--- src/hdl/subregion_copy_burst_generator_top_assert.svh ---
// Assertion macros used by the burst generator controller.
// Expects clk and rst_n in the scope where a macro is expanded.
`ifndef SUBREGION_COPY_BURST_GENERATOR_TOP_ASSERT_SVH
`define SUBREGION_COPY_BURST_GENERATOR_TOP_ASSERT_SVH

// Same-cycle implication, disabled during reset
`define SCBG_ASSERT_SAME(lbl, ante, cons) \
    lbl: assert property (@(posedge clk) disable iff (!rst_n) (ante) |-> (cons)) \
        else $error("scbg same-cycle check failed");

// Next-cycle implication, disabled during reset
`define SCBG_ASSERT_NEXT(lbl, ante, cons) \
    lbl: assert property (@(posedge clk) disable iff (!rst_n) (ante) |=> (cons)) \
        else $error("scbg next-cycle check failed");

`endif

--- src/hdl/scbg_pkg.sv ---
// Shared types and constants for the sub-box burst generator.
// No dependencies; imported by the controller, datapath and top level.
`default_nettype none

package scbg_pkg;

    // Fixed field widths of the ports
    localparam int FIELD_W    = 32;
    localparam int OUT_W      = 48;
    localparam int CFG_IDX_W  = 3;
    localparam int CFG_DATA_W = 48;

    // Configuration register widths
    localparam int DIMS_W  = 2;
    localparam int ELEM_W  = 16;
    localparam int LEN_W   = 32;
    localparam int BASE_W  = 48;

    // Shared multiplier and product register shape
    localparam int MA_W    = 33;
    localparam int MB_W    = 32;
    localparam int PROD_W  = 64;
    localparam int HALF    = 32;

    localparam int NUM_DIMS = 3;

    // Configuration register indexes
    localparam logic [CFG_IDX_W-1:0] REG_DIMS         = 3'd0;
    localparam logic [CFG_IDX_W-1:0] REG_ELEM_BYTES   = 3'd1;
    localparam logic [CFG_IDX_W-1:0] REG_ROW_LENGTH   = 3'd2;
    localparam logic [CFG_IDX_W-1:0] REG_PLANE_LENGTH = 3'd3;
    localparam logic [CFG_IDX_W-1:0] REG_REGION_BASE  = 3'd4;
    localparam logic [CFG_IDX_W-1:0] REG_PACKED_BASE  = 3'd5;

    // Dimension counts
    localparam logic [DIMS_W-1:0] DIMS_NONE = 2'd0;
    localparam logic [DIMS_W-1:0] DIMS_1D   = 2'd1;
    localparam logic [DIMS_W-1:0] DIMS_2D   = 2'd2;
    localparam logic [DIMS_W-1:0] DIMS_3D   = 2'd3;

    // Request kinds
    localparam logic KIND_START = 1'b0;
    localparam logic KIND_NEXT  = 1'b1;

    typedef enum logic [3:0] {
        ST_IDLE,
        ST_ROW,
        ST_PLO,
        ST_PHI,
        ST_MID,
        ST_SUM,
        ST_ELO,
        ST_EHI,
        ST_LEN,
        ST_EMIT
    } ctrl_state_t;

    typedef enum logic [3:0] {
        OP_NONE,
        OP_LOAD,
        OP_ROW,
        OP_PLO,
        OP_PHI,
        OP_MID,
        OP_SUM,
        OP_ELO,
        OP_EHI,
        OP_LEN,
        OP_EMIT
    } op_t;

    typedef struct packed {
        op_t op;
    } cmd_t;

    typedef struct packed {
        logic start_ok;
        logic dims3;
        logic last_burst;
        logic out_free;
    } stat_t;

endpackage

`default_nettype wire

--- src/hdl/scbg_ctrl.sv ---
// Controller state machine for the burst generator: sequences the datapath.
// Depends on scbg_pkg and the assertion macro header.
`default_nettype none
`include "subregion_copy_burst_generator_top_assert.svh"

module scbg_ctrl (
    input  logic            clk,
    input  logic            rst_n,
    input  logic            in_valid,
    output logic            in_ready,
    input  logic            kind,
    output scbg_pkg::cmd_t  cmd,
    input  scbg_pkg::stat_t stat
);
    import scbg_pkg::*;

    ctrl_state_t state_reg, state_next;
    logic        busy_reg, busy_next;
    logic        accept;
    logic        plane_step;
    logic        next_dropped;
    logic        emit_stall;

    assign accept = in_valid && in_ready;

    // Next state and busy flag
    always_comb
    begin
        state_next = state_reg;
        busy_next  = busy_reg;
        case (state_reg)
            ST_IDLE:
            begin
                if (accept)
                begin
                    if (kind == KIND_START)
                    begin
                        busy_next  = stat.start_ok;
                        state_next = stat.start_ok ? ST_ROW : ST_IDLE;
                    end
                    else if (busy_reg)
                    begin
                        state_next = ST_ROW;
                    end
                end
            end
            ST_ROW:  state_next = stat.dims3 ? ST_PLO : ST_SUM;
            ST_PLO:  state_next = ST_PHI;
            ST_PHI:  state_next = ST_MID;
            ST_MID:  state_next = ST_SUM;
            ST_SUM:  state_next = ST_ELO;
            ST_ELO:  state_next = ST_EHI;
            ST_EHI:  state_next = ST_LEN;
            ST_LEN:  state_next = ST_EMIT;
            ST_EMIT:
            begin
                if (stat.out_free)
                begin
                    state_next = ST_IDLE;
                    if (stat.last_burst)
                    begin
                        busy_next = 1'b0;
                    end
                end
            end
            default: state_next = ST_IDLE;
        endcase
    end

    // Drive the datapath command and input ready
    always_comb
    begin
        in_ready = 1'b0;
        cmd.op   = OP_NONE;
        case (state_reg)
            ST_IDLE:
            begin
                in_ready = 1'b1;
                if (in_valid && kind == KIND_START)
                begin
                    cmd.op = OP_LOAD;
                end
            end
            ST_ROW:  cmd.op = OP_ROW;
            ST_PLO:  cmd.op = OP_PLO;
            ST_PHI:  cmd.op = OP_PHI;
            ST_MID:  cmd.op = OP_MID;
            ST_SUM:  cmd.op = OP_SUM;
            ST_ELO:  cmd.op = OP_ELO;
            ST_EHI:  cmd.op = OP_EHI;
            ST_LEN:  cmd.op = OP_LEN;
            ST_EMIT: cmd.op = stat.out_free ? OP_EMIT : OP_NONE;
            default: cmd.op = OP_NONE;
        endcase
    end

    always_ff @(posedge clk or negedge rst_n)
    begin
        if (!rst_n)
        begin
            state_reg <= ST_IDLE;
            busy_reg  <= 1'b0;
        end
        else
        begin
            state_reg <= state_next;
            busy_reg  <= busy_next;
        end
    end

    // Conditions watched by the checks below
    assign plane_step   = (state_reg == ST_PLO) || (state_reg == ST_PHI) || (state_reg == ST_MID);
    assign next_dropped = accept && (kind == KIND_NEXT) && !busy_reg;
    assign emit_stall   = (state_reg == ST_EMIT) && !stat.out_free;

    `SCBG_ASSERT_SAME(a_busy_while_working, state_reg != ST_IDLE, busy_reg)
    `SCBG_ASSERT_SAME(a_plane_steps_only_3d, plane_step, stat.dims3)
    `SCBG_ASSERT_NEXT(a_idle_next_dropped, next_dropped, state_reg == ST_IDLE)
    `SCBG_ASSERT_NEXT(a_emit_holds_on_stall, emit_stall, state_reg == ST_EMIT)

endmodule

`default_nettype wire

--- src/hdl/scbg_datapath.sv ---
// Datapath of the burst generator: config registers, box latches, shared
// multiplier, accumulator, cursor and output register. Depends on scbg_pkg.
`default_nettype none

module scbg_datapath #(
    parameter int ADDR_BITS = 48,
    parameter int DIM_BITS  = 32
) (
    input  logic                             clk,
    input  logic                             rst_n,
    input  scbg_pkg::cmd_t                   cmd,
    output scbg_pkg::stat_t                  stat,
    input  logic                             cfg_valid,
    input  logic [scbg_pkg::CFG_IDX_W-1:0]   cfg_index,
    input  logic [scbg_pkg::CFG_DATA_W-1:0]  cfg_data,
    input  logic                             to_packed,
    input  logic [scbg_pkg::FIELD_W-1:0]     start_d0,
    input  logic [scbg_pkg::FIELD_W-1:0]     start_d1,
    input  logic [scbg_pkg::FIELD_W-1:0]     start_d2,
    input  logic [scbg_pkg::FIELD_W-1:0]     extent_d0,
    input  logic [scbg_pkg::FIELD_W-1:0]     extent_d1,
    input  logic [scbg_pkg::FIELD_W-1:0]     extent_d2,
    output logic                             out_valid,
    input  logic                             out_ready,
    output logic [scbg_pkg::OUT_W-1:0]       region_addr,
    output logic [scbg_pkg::OUT_W-1:0]       packed_addr,
    output logic [scbg_pkg::OUT_W-1:0]       burst_bytes,
    output logic                             direction,
    output logic                             final_burst
);
    import scbg_pkg::*;

    // Configuration registers
    logic [DIMS_W-1:0] dims_reg,  dims_next;
    logic [ELEM_W-1:0] elem_reg,  elem_next;
    logic [LEN_W-1:0]  row_reg,   row_next;
    logic [LEN_W-1:0]  plane_reg, plane_next;
    logic [BASE_W-1:0] rbase_reg, rbase_next;
    logic [BASE_W-1:0] pbase_reg, pbase_next;

    // Box state
    logic [DIMS_W-1:0]    dims_latch_reg, dims_latch_next;
    logic                 dir_reg, dir_next;
    logic [DIM_BITS-1:0]  off_reg [NUM_DIMS];
    logic [DIM_BITS-1:0]  off_next [NUM_DIMS];
    logic [DIM_BITS-1:0]  ext_reg [NUM_DIMS];
    logic [DIM_BITS-1:0]  ext_next [NUM_DIMS];
    logic [DIM_BITS-1:0]  oc_reg, oc_next;
    logic [DIM_BITS-1:0]  mc_reg, mc_next;
    logic [ADDR_BITS-1:0] cursor_reg, cursor_next;

    // Arithmetic registers
    logic [PROD_W-1:0]    prod_reg, prod_next;
    logic [ADDR_BITS-1:0] acc_reg, acc_next;
    logic [ADDR_BITS-1:0] t_reg, t_next;

    // Output register
    logic             out_valid_reg, out_valid_next;
    logic [OUT_W-1:0] region_addr_reg, region_addr_next;
    logic [OUT_W-1:0] packed_addr_reg, packed_addr_next;
    logic [OUT_W-1:0] burst_bytes_reg, burst_bytes_next;
    logic             direction_reg, direction_next;
    logic             final_burst_reg, final_burst_next;

    // Combinational helpers
    logic [MA_W-1:0]         mul_a;
    logic [MB_W-1:0]         mul_b;
    logic [MA_W+MB_W-1:0]    mul_full;
    logic [PROD_W-1:0]       mul_res;
    logic [DIM_BITS:0]       row_sum;
    logic [DIM_BITS:0]       mid_sum;
    logic [PROD_W-1:0]       t_wide;
    logic [PROD_W-1:0]       shl_wide;
    logic [ADDR_BITS-1:0]    hi_shift;
    logic [ADDR_BITS-1:0]    prod_a;
    logic [ADDR_BITS-1:0]    inner_off;
    logic [DIM_BITS-1:0]     inner_ext;
    logic [ADDR_BITS-1:0]    rbase_a;
    logic [ADDR_BITS-1:0]    pbase_a;
    logic [ADDR_BITS-1:0]    region_sum;
    logic [ADDR_BITS-1:0]    packed_sum;
    logic [DIM_BITS:0]       oc_inc;
    logic [DIM_BITS:0]       mc_inc;
    logic                    mc_wrap;
    logic                    last;
    logic                    e0_zero;
    logic                    e1_zero;
    logic                    start_ok;

    // Configuration writes
    always_comb
    begin
        dims_next  = dims_reg;
        elem_next  = elem_reg;
        row_next   = row_reg;
        plane_next = plane_reg;
        rbase_next = rbase_reg;
        pbase_next = pbase_reg;
        if (cfg_valid)
        begin
            case (cfg_index)
                REG_DIMS:         dims_next  = cfg_data[DIMS_W-1:0];
                REG_ELEM_BYTES:   elem_next  = cfg_data[ELEM_W-1:0];
                REG_ROW_LENGTH:   row_next   = cfg_data[LEN_W-1:0];
                REG_PLANE_LENGTH: plane_next = cfg_data[LEN_W-1:0];
                REG_REGION_BASE:  rbase_next = cfg_data[BASE_W-1:0];
                REG_PACKED_BASE:  pbase_next = cfg_data[BASE_W-1:0];
                default:          ;
            endcase
        end
    end

    // Start check on the live dims register and the incoming extents
    assign e0_zero = (extent_d0[DIM_BITS-1:0] == '0);
    assign e1_zero = (extent_d1[DIM_BITS-1:0] == '0);

    always_comb
    begin
        case (dims_reg)
            DIMS_1D: start_ok = 1'b1;
            DIMS_2D: start_ok = !e0_zero;
            DIMS_3D: start_ok = !e0_zero && !e1_zero;
            default: start_ok = 1'b0;
        endcase
    end

    // Operand sources
    assign row_sum  = {1'b0, off_reg[0]} + {1'b0, oc_reg};
    assign mid_sum  = {1'b0, off_reg[1]} + {1'b0, mc_reg};
    assign t_wide   = PROD_W'(t_reg);
    assign shl_wide = {prod_reg[HALF-1:0], {HALF{1'b0}}};
    assign hi_shift = shl_wide[ADDR_BITS-1:0];
    assign prod_a   = prod_reg[ADDR_BITS-1:0];
    assign rbase_a  = ADDR_BITS'(rbase_reg);
    assign pbase_a  = ADDR_BITS'(pbase_reg);

    // Select the innermost offset and extent by dimension count
    always_comb
    begin
        case (dims_latch_reg)
            DIMS_2D:
            begin
                inner_off = ADDR_BITS'(off_reg[1]);
                inner_ext = ext_reg[1];
            end
            DIMS_3D:
            begin
                inner_off = ADDR_BITS'(off_reg[2]);
                inner_ext = ext_reg[2];
            end
            default:
            begin
                inner_off = '0;
                inner_ext = ext_reg[0];
            end
        endcase
    end

    // Multiplier operand select
    always_comb
    begin
        case (cmd.op)
            OP_ROW:
            begin
                mul_a = MA_W'(row_sum);
                mul_b = (dims_latch_reg == DIMS_1D) ? MB_W'(1) : row_reg;
            end
            OP_PLO:
            begin
                mul_a = MA_W'(prod_reg[HALF-1:0]);
                mul_b = plane_reg;
            end
            OP_PHI:
            begin
                mul_a = MA_W'(t_wide[PROD_W-1:HALF]);
                mul_b = plane_reg;
            end
            OP_MID:
            begin
                mul_a = MA_W'(mid_sum);
                mul_b = plane_reg;
            end
            OP_ELO:
            begin
                mul_a = MA_W'(t_wide[HALF-1:0]);
                mul_b = MB_W'(elem_reg);
            end
            OP_EHI:
            begin
                mul_a = MA_W'(t_wide[PROD_W-1:HALF]);
                mul_b = MB_W'(elem_reg);
            end
            OP_LEN:
            begin
                mul_a = MA_W'(inner_ext);
                mul_b = MB_W'(elem_reg);
            end
            default:
            begin
                mul_a = '0;
                mul_b = '0;
            end
        endcase
    end

    assign mul_full = mul_a * mul_b;
    assign mul_res  = mul_full[PROD_W-1:0];

    // Burst position advance and last-burst decision
    assign oc_inc  = {1'b0, oc_reg} + (DIM_BITS+1)'(1);
    assign mc_inc  = {1'b0, mc_reg} + (DIM_BITS+1)'(1);
    assign mc_wrap = (mc_inc >= {1'b0, ext_reg[1]});

    always_comb
    begin
        case (dims_latch_reg)
            DIMS_2D: last = (oc_inc >= {1'b0, ext_reg[0]});
            DIMS_3D: last = ((mc_wrap ? oc_inc : {1'b0, oc_reg}) >= {1'b0, ext_reg[0]});
            default: last = 1'b1;
        endcase
    end

    assign region_sum = rbase_a + acc_reg;
    assign packed_sum = pbase_a + cursor_reg;

    // Step the datapath by command
    always_comb
    begin
        dims_latch_next  = dims_latch_reg;
        dir_next         = dir_reg;
        off_next         = off_reg;
        ext_next         = ext_reg;
        oc_next          = oc_reg;
        mc_next          = mc_reg;
        cursor_next      = cursor_reg;
        prod_next        = prod_reg;
        acc_next         = acc_reg;
        t_next           = t_reg;
        region_addr_next = region_addr_reg;
        packed_addr_next = packed_addr_reg;
        burst_bytes_next = burst_bytes_reg;
        direction_next   = direction_reg;
        final_burst_next = final_burst_reg;
        out_valid_next   = out_valid_reg;
        if (out_valid_reg && out_ready)
        begin
            out_valid_next = 1'b0;
        end
        case (cmd.op)
            OP_LOAD:
            begin
                dir_next        = to_packed;
                off_next[0]     = start_d0[DIM_BITS-1:0];
                off_next[1]     = start_d1[DIM_BITS-1:0];
                off_next[2]     = start_d2[DIM_BITS-1:0];
                ext_next[0]     = extent_d0[DIM_BITS-1:0];
                ext_next[1]     = extent_d1[DIM_BITS-1:0];
                ext_next[2]     = extent_d2[DIM_BITS-1:0];
                dims_latch_next = dims_reg;
                oc_next         = '0;
                mc_next         = '0;
                cursor_next     = '0;
            end
            OP_ROW:
            begin
                prod_next = mul_res;
                acc_next  = '0;
            end
            OP_PLO:
            begin
                t_next    = prod_a;
                prod_next = mul_res;
            end
            OP_PHI:
            begin
                acc_next  = prod_a;
                prod_next = mul_res;
            end
            OP_MID:
            begin
                acc_next  = acc_reg + hi_shift;
                prod_next = mul_res;
            end
            OP_SUM:
            begin
                t_next = acc_reg + prod_a + inner_off;
            end
            OP_ELO:
            begin
                prod_next = mul_res;
            end
            OP_EHI:
            begin
                acc_next  = prod_a;
                prod_next = mul_res;
            end
            OP_LEN:
            begin
                acc_next  = acc_reg + hi_shift;
                prod_next = mul_res;
            end
            OP_EMIT:
            begin
                region_addr_next = OUT_W'(region_sum);
                packed_addr_next = OUT_W'(packed_sum);
                burst_bytes_next = OUT_W'(prod_a);
                direction_next   = dir_reg;
                final_burst_next = last;
                out_valid_next   = 1'b1;
                cursor_next      = cursor_reg + prod_a;
                case (dims_latch_reg)
                    DIMS_2D:
                    begin
                        oc_next = oc_inc[DIM_BITS-1:0];
                    end
                    DIMS_3D:
                    begin
                        if (mc_wrap)
                        begin
                            mc_next = '0;
                            oc_next = oc_inc[DIM_BITS-1:0];
                        end
                        else
                        begin
                            mc_next = mc_inc[DIM_BITS-1:0];
                        end
                    end
                    default: ;
                endcase
            end
            default: ;
        endcase
    end

    // Control and configuration state
    always_ff @(posedge clk or negedge rst_n)
    begin
        if (!rst_n)
        begin
            dims_reg       <= DIMS_1D;
            elem_reg       <= ELEM_W'(1);
            row_reg        <= LEN_W'(1);
            plane_reg      <= LEN_W'(1);
            rbase_reg      <= '0;
            pbase_reg      <= '0;
            dims_latch_reg <= DIMS_NONE;
            dir_reg        <= 1'b0;
            oc_reg         <= '0;
            mc_reg         <= '0;
            cursor_reg     <= '0;
            out_valid_reg  <= 1'b0;
        end
        else
        begin
            dims_reg       <= dims_next;
            elem_reg       <= elem_next;
            row_reg        <= row_next;
            plane_reg      <= plane_next;
            rbase_reg      <= rbase_next;
            pbase_reg      <= pbase_next;
            dims_latch_reg <= dims_latch_next;
            dir_reg        <= dir_next;
            oc_reg         <= oc_next;
            mc_reg         <= mc_next;
            cursor_reg     <= cursor_next;
            out_valid_reg  <= out_valid_next;
        end
    end

    // Payload registers, no reset
    always_ff @(posedge clk)
    begin
        off_reg         <= off_next;
        ext_reg         <= ext_next;
        prod_reg        <= prod_next;
        acc_reg         <= acc_next;
        t_reg           <= t_next;
        region_addr_reg <= region_addr_next;
        packed_addr_reg <= packed_addr_next;
        burst_bytes_reg <= burst_bytes_next;
        direction_reg   <= direction_next;
        final_burst_reg <= final_burst_next;
    end

    assign out_valid   = out_valid_reg;
    assign region_addr = region_addr_reg;
    assign packed_addr = packed_addr_reg;
    assign burst_bytes = burst_bytes_reg;
    assign direction   = direction_reg;
    assign final_burst = final_burst_reg;

    assign stat.start_ok   = start_ok;
    assign stat.dims3      = (dims_latch_reg == DIMS_3D);
    assign stat.last_burst = last;
    assign stat.out_free   = !out_valid_reg || out_ready;

endmodule

`default_nettype wire

--- src/hdl/subregion_copy_burst_generator_top.sv ---
// Sub-box burst address generator top level: joins scbg_ctrl and scbg_datapath.
// A burst passes states ROW, SUM, ELO, EHI, LEN, EMIT (3D adds PLO, PHI, MID
// after ROW) into the output register, paced by the single shared 33x32
// multiplier; EMIT holds while the output stalls. A new item is taken only in
// idle; one giving no burst leaves it idle. Reset is asynchronous, active low:
// idle, no box, registers at dims 1, elem_bytes 1, row/plane length 1, bases 0.
`default_nettype none

module subregion_copy_burst_generator_top #(
    parameter int ADDR_BITS = 48,
    parameter int DIM_BITS  = 32
) (
    input  logic                             clk,
    input  logic                             rst_n,
    input  logic                             cfg_valid,
    output logic                             cfg_ready,
    input  logic [scbg_pkg::CFG_IDX_W-1:0]   cfg_index,
    input  logic [scbg_pkg::CFG_DATA_W-1:0]  cfg_data,
    input  logic                             in_valid,
    output logic                             in_ready,
    input  logic                             kind,
    input  logic                             to_packed,
    input  logic [scbg_pkg::FIELD_W-1:0]     start_d0,
    input  logic [scbg_pkg::FIELD_W-1:0]     start_d1,
    input  logic [scbg_pkg::FIELD_W-1:0]     start_d2,
    input  logic [scbg_pkg::FIELD_W-1:0]     extent_d0,
    input  logic [scbg_pkg::FIELD_W-1:0]     extent_d1,
    input  logic [scbg_pkg::FIELD_W-1:0]     extent_d2,
    output logic                             out_valid,
    input  logic                             out_ready,
    output logic [scbg_pkg::OUT_W-1:0]       region_addr,
    output logic [scbg_pkg::OUT_W-1:0]       packed_addr,
    output logic [scbg_pkg::OUT_W-1:0]       burst_bytes,
    output logic                             direction,
    output logic                             final_burst
);
    import scbg_pkg::*;

    cmd_t  cmd;
    stat_t stat;

    // Configuration writes are always accepted and registered directly
    assign cfg_ready = 1'b1;

    scbg_ctrl u_ctrl (
        .clk      (clk),
        .rst_n    (rst_n),
        .in_valid (in_valid),
        .in_ready (in_ready),
        .kind     (kind),
        .cmd      (cmd),
        .stat     (stat)
    );

    scbg_datapath #(
        .ADDR_BITS (ADDR_BITS),
        .DIM_BITS  (DIM_BITS)
    ) u_datapath (
        .clk         (clk),
        .rst_n       (rst_n),
        .cmd         (cmd),
        .stat        (stat),
        .cfg_valid   (cfg_valid),
        .cfg_index   (cfg_index),
        .cfg_data    (cfg_data),
        .to_packed   (to_packed),
        .start_d0    (start_d0),
        .start_d1    (start_d1),
        .start_d2    (start_d2),
        .extent_d0   (extent_d0),
        .extent_d1   (extent_d1),
        .extent_d2   (extent_d2),
        .out_valid   (out_valid),
        .out_ready   (out_ready),
        .region_addr (region_addr),
        .packed_addr (packed_addr),
        .burst_bytes (burst_bytes),
        .direction   (direction),
        .final_burst (final_burst)
    );

endmodule

`default_nettype wire
--- config.mk ---
export PLATFORM = sky130hd
export DESIGN_NAME = subregion_copy_burst_generator_top
export DESIGN_NICKNAME = d
export VERILOG_FILES = /design/src/hdl/scbg_pkg.sv /design/src/hdl/scbg_ctrl.sv /design/src/hdl/scbg_datapath.sv /design/src/hdl/subregion_copy_burst_generator_top.sv
export VERILOG_INCLUDE_DIRS = /design/src /design/src/hdl
export SDC_FILE = /design/constraint.sdc
export NUM_CORES = 2
export LEC_CHECK = 0
export BUFFER_PORTS_ARGS = -buffer_cell sky130_fd_sc_hd__buf_2
export CORE_MARGIN = 2
export CORE_UTILIZATION = 40
export CTS_CLUSTER_SIZE = 30
export DETAILED_ROUTE_END_ITERATION = 10
export PLACE_DENSITY = 0.59
export SYNTH_ARGS = -nofsm -noshare
export SYNTH_HDL_FRONTEND = slang
export SYNTH_HIERARCHICAL = 1
export SYNTH_SLANG_ARGS = --single-unit
--- constraint.sdc ---
create_clock -name clk -period 27.3 [get_ports clk]
set_clock_uncertainty 0.15 [all_clocks]
set_input_delay 2.73 -clock clk [delete_from_list [all_inputs] [get_ports clk]]
set_output_delay 2.73 -clock clk [all_outputs]
set_load 0.02 [all_outputs]
==> run_results.csv <==
group,metric,value,unit
worst_setup_path,slowest_stage,"o22ai_1",
clock_network,cts_max_level,3,
timing,relSlewSlack,13.82,%
worst_setup_path,worstReg2RegEnd,"u_datapath/prod_reg[46]$_DFFE_PP_",
timing,setup_viol,0,
logic_synthesis,yosys_warnings,6,
floorplan,dieWidth,435.9,microns
timing,slew_viol_final,0,
timing,fin_crit,14190,ps
grt,first_global_vias,58620,
finish,mostFrequentLayoutCell,"inv_1",
timing,tightest_slew,1293,ps
clock_network,clkTransAtPathRegs,60,ps
logic_synthesis,syn-num-nets,9119,
worst_setup_path,rr_worst_depth,33,
grt,gr-total-overflow,0,
worst_setup_path,max_stage_delay,880,ps
worst_setup_path,crit_family,"adder cells",
clock_network,post_cts_buffers,0,
worst_setup_path,critPathKind,"primary input to flip-flop",
clock_network,ctsLongestPathBuffers,3,
clock_network,cts_tree,"yes",
grt,grt_pass1_wl,398.2,mm
floorplan,floorplan.io_pins,399,
worst_setup_path,worstSetupEndpointType,"flip-flop",
worst_setup_path,r2r_slack,14720,ps
floorplan,fp.dieH,435.9,microns
finish,seq_area,0.02197,sq mm
grt,grtUsageTotal,28.69,%
finish,multi_input_area,0.04795,sq mm
worst_setup_path,crit_arrival,14540,ps
route,first_pass_iters,6,
logic_synthesis,netlist_area,0.07460,sq mm
floorplan,row_count,158,
logic_synthesis,synthArstFlopShare,38.28,%
timing,tns,0,ps
logic_synthesis,netlist.area_leader.share,22.33,%
clock_network,clock-sinks,781,
finish,area_growth,10.95,%
logic_synthesis,synth_edf_count,482,
logic_synthesis,synthTopCellsByArea,"fa_1 (22%), edfxtp_1 (19%), dfrtp_1 (9.9%)",
worst_setup_path,r2r-start,"u_ctrl/state_reg[1]$_DFFE_PN0P_",
clock_network,cts_buffers,88,
min_path,hold_path_class,"flip-flop to flip-flop",
clock_network,clock_latency,750,ps
timing,period_share,51.99,%
clock_network,cts_resized,0,
worst_setup_path,crit_path_max_fanout,34,
worst_setup_path,required,27650,ps
floorplan,start_util,40.23,%
placed_design,gp_congestion,0.9841,
timing,hold_viol,0,
finish,final_cell_mix,"inv_1 (994), nand2_1 (877), fa_1 (832)",
logic_synthesis,ys_seq_elements,781,
route,wl_per_cell,26.54,microns
finish,fin_nets,9454,
route,antenna_left,0,
route,post-route-drc-count,0,
placed_design,portBuffers,397,
route,drt_iter0_markers,5942,
placed_design,dp_hpwl,216.2,mm
clock_network,ctsRootBufferMaster,"clkbuf_16",
floorplan,coreArea,0.1854,sq mm
logic_synthesis,synth_cell_types,107,
logic_synthesis,syn_area_per_cell,9.966,sq um
worst_setup_path,start_kind,"primary input",
outcome,outcome,"complete, no violations",
clock_network,ctsHoldBuffers,0,
min_path,worstHoldPathCells,0,
route,vias,58630,
finish,nFillCells,17680,
min_path,hold_end,"u_datapath/direction$_DFFE_PP_",
grt,antenna_found_initial,27,
timing,max_freq,0.07045,GHz
route,wirelength,275.5,mm
finish,drive_gt1_share,12.04,%
timing,rsz0062_at_grt,"no",
min_path,hp-start,"u_datapath/dir_reg$_DFFE_PN0P_",
logic_synthesis,ys_seq_area_share,29.44,%
worst_setup_path,crit_top_cell,"fa_1",
finish,final_util,44.63,%
job,drv_cap,0,
logic_synthesis,netlist_instances,7485,
grt,grt_max_degree,81,
floorplan,die_area,0.1900,sq mm
worst_setup_path,critical_path_buf_inv_count,8,
logic_synthesis,ys.flop_type,"edfxtp_1",
logic_synthesis,synth_area_leader_cell,"fa_1",
route,via_per_inst,5.647,
final cells by class:
type / count / area share, %
antenna: 6 / 0.01814
clock buffer: 117 / 2.925
clock inverter: 49 / 0.5563
inverter: 998 / 4.544
multi-input combinational: 5409 / 57.94
sequential: 781 / 26.54
tap: 2480 / 3.749
timing repair buffer: 542 / 3.728
worst max path at each step:
stage                     cells past startpoint       from  slack, ps                           endpoint
after floorplan                              40  out_ready      14470  u_datapath/prod_reg[46]$_DFFE_PP_
after global placement                       39  out_ready      12880  u_datapath/prod_reg[46]$_DFFE_PP_
after detailed placement                     38  out_ready      12570  u_datapath/prod_reg[46]$_DFFE_PP_
after CTS                                    38  out_ready      13370  u_datapath/prod_reg[46]$_DFFE_PP_
after global routing                         42  out_ready      12660  u_datapath/prod_reg[45]$_DFFE_PP_
final                                        38  out_ready      13110  u_datapath/prod_reg[46]$_DFFE_PP_
logic make-up after synthesis:
logic type	after synthesis	synth area share, %
flops	781	29.44
simple gates	2060	12.30
fa+ha+maj	1384	31.59
other cells	1	0.005027
xor+xnor	391	4.671
mux	242	3.552
buf+inv	1295	6.561
compound gates	1331	11.89
metrics by stage:
stage	hold WS [ps]	cell area, sq um	setup WS, ps	cells
floorplan	274.8	74600	14470	7485
global placement	280.5	79870	12880	10210
detailed placement	299.7	79870	12570	10210
CTS	313.1	82750	13370	10380
global route	323.6	82750	12660	10380
finish	304.1	82770	13110	10380
synthesized netlist by cell type (all sizes together) (12+ instances only):
cell type	n
dfrtp	295
o21ai	289
buf	33
a22o	53
nor3b	12
or3	13
nand3	86
nor4	27
a22oi	39
nand4	53
a221o	14
ha	552
a31oi	46
nand2	879
o21a	59
a21boi	14
and2	75
a221oi	15
a211oi	28
edfxtp	482
a222oi	23
o211ai	51
clkbuf	264
fa	832
mux2	182
a211o	14
o21bai	61
xnor2	254
nor2	601
nor3	37
xor2	134
a21o	197
nor2b	85
inv	996
and3	85
mux2i	60
nand2b	65
a21oi	308
o31ai	33
layer usage:
metal | vias to the layer above | share of wire (%) | global-route usage, % | wire, microns
li1 | 25740 | - | - | -
met1 | 29540 | 42 | 38.57 | 114400
met2 | 2803 | 44 | 43.84 | 119900
met3 | 532 | 9.3 | 6.384 | 25730
met4 | 14 | 5.6 | 13.86 | 15360
met5 | - | 0.035 | 0 | 96
worst reg2reg max path: cells and delay by family, from the launching register on:
kind                     cells  cell delay (ps)
AO/OA/AOI/OAI                9             2180
XOR/XNOR                     1              130
adder cells (fa/ha/maj)      9             4410
buffers and inverters        3              910
flip-flops                   1              510
AND/OR/NAND/NOR             11             4080
Power is left out: the tool's default activity adds up to more than one toggle a clock period on the data nets, which glitch-free logic cannot reach.
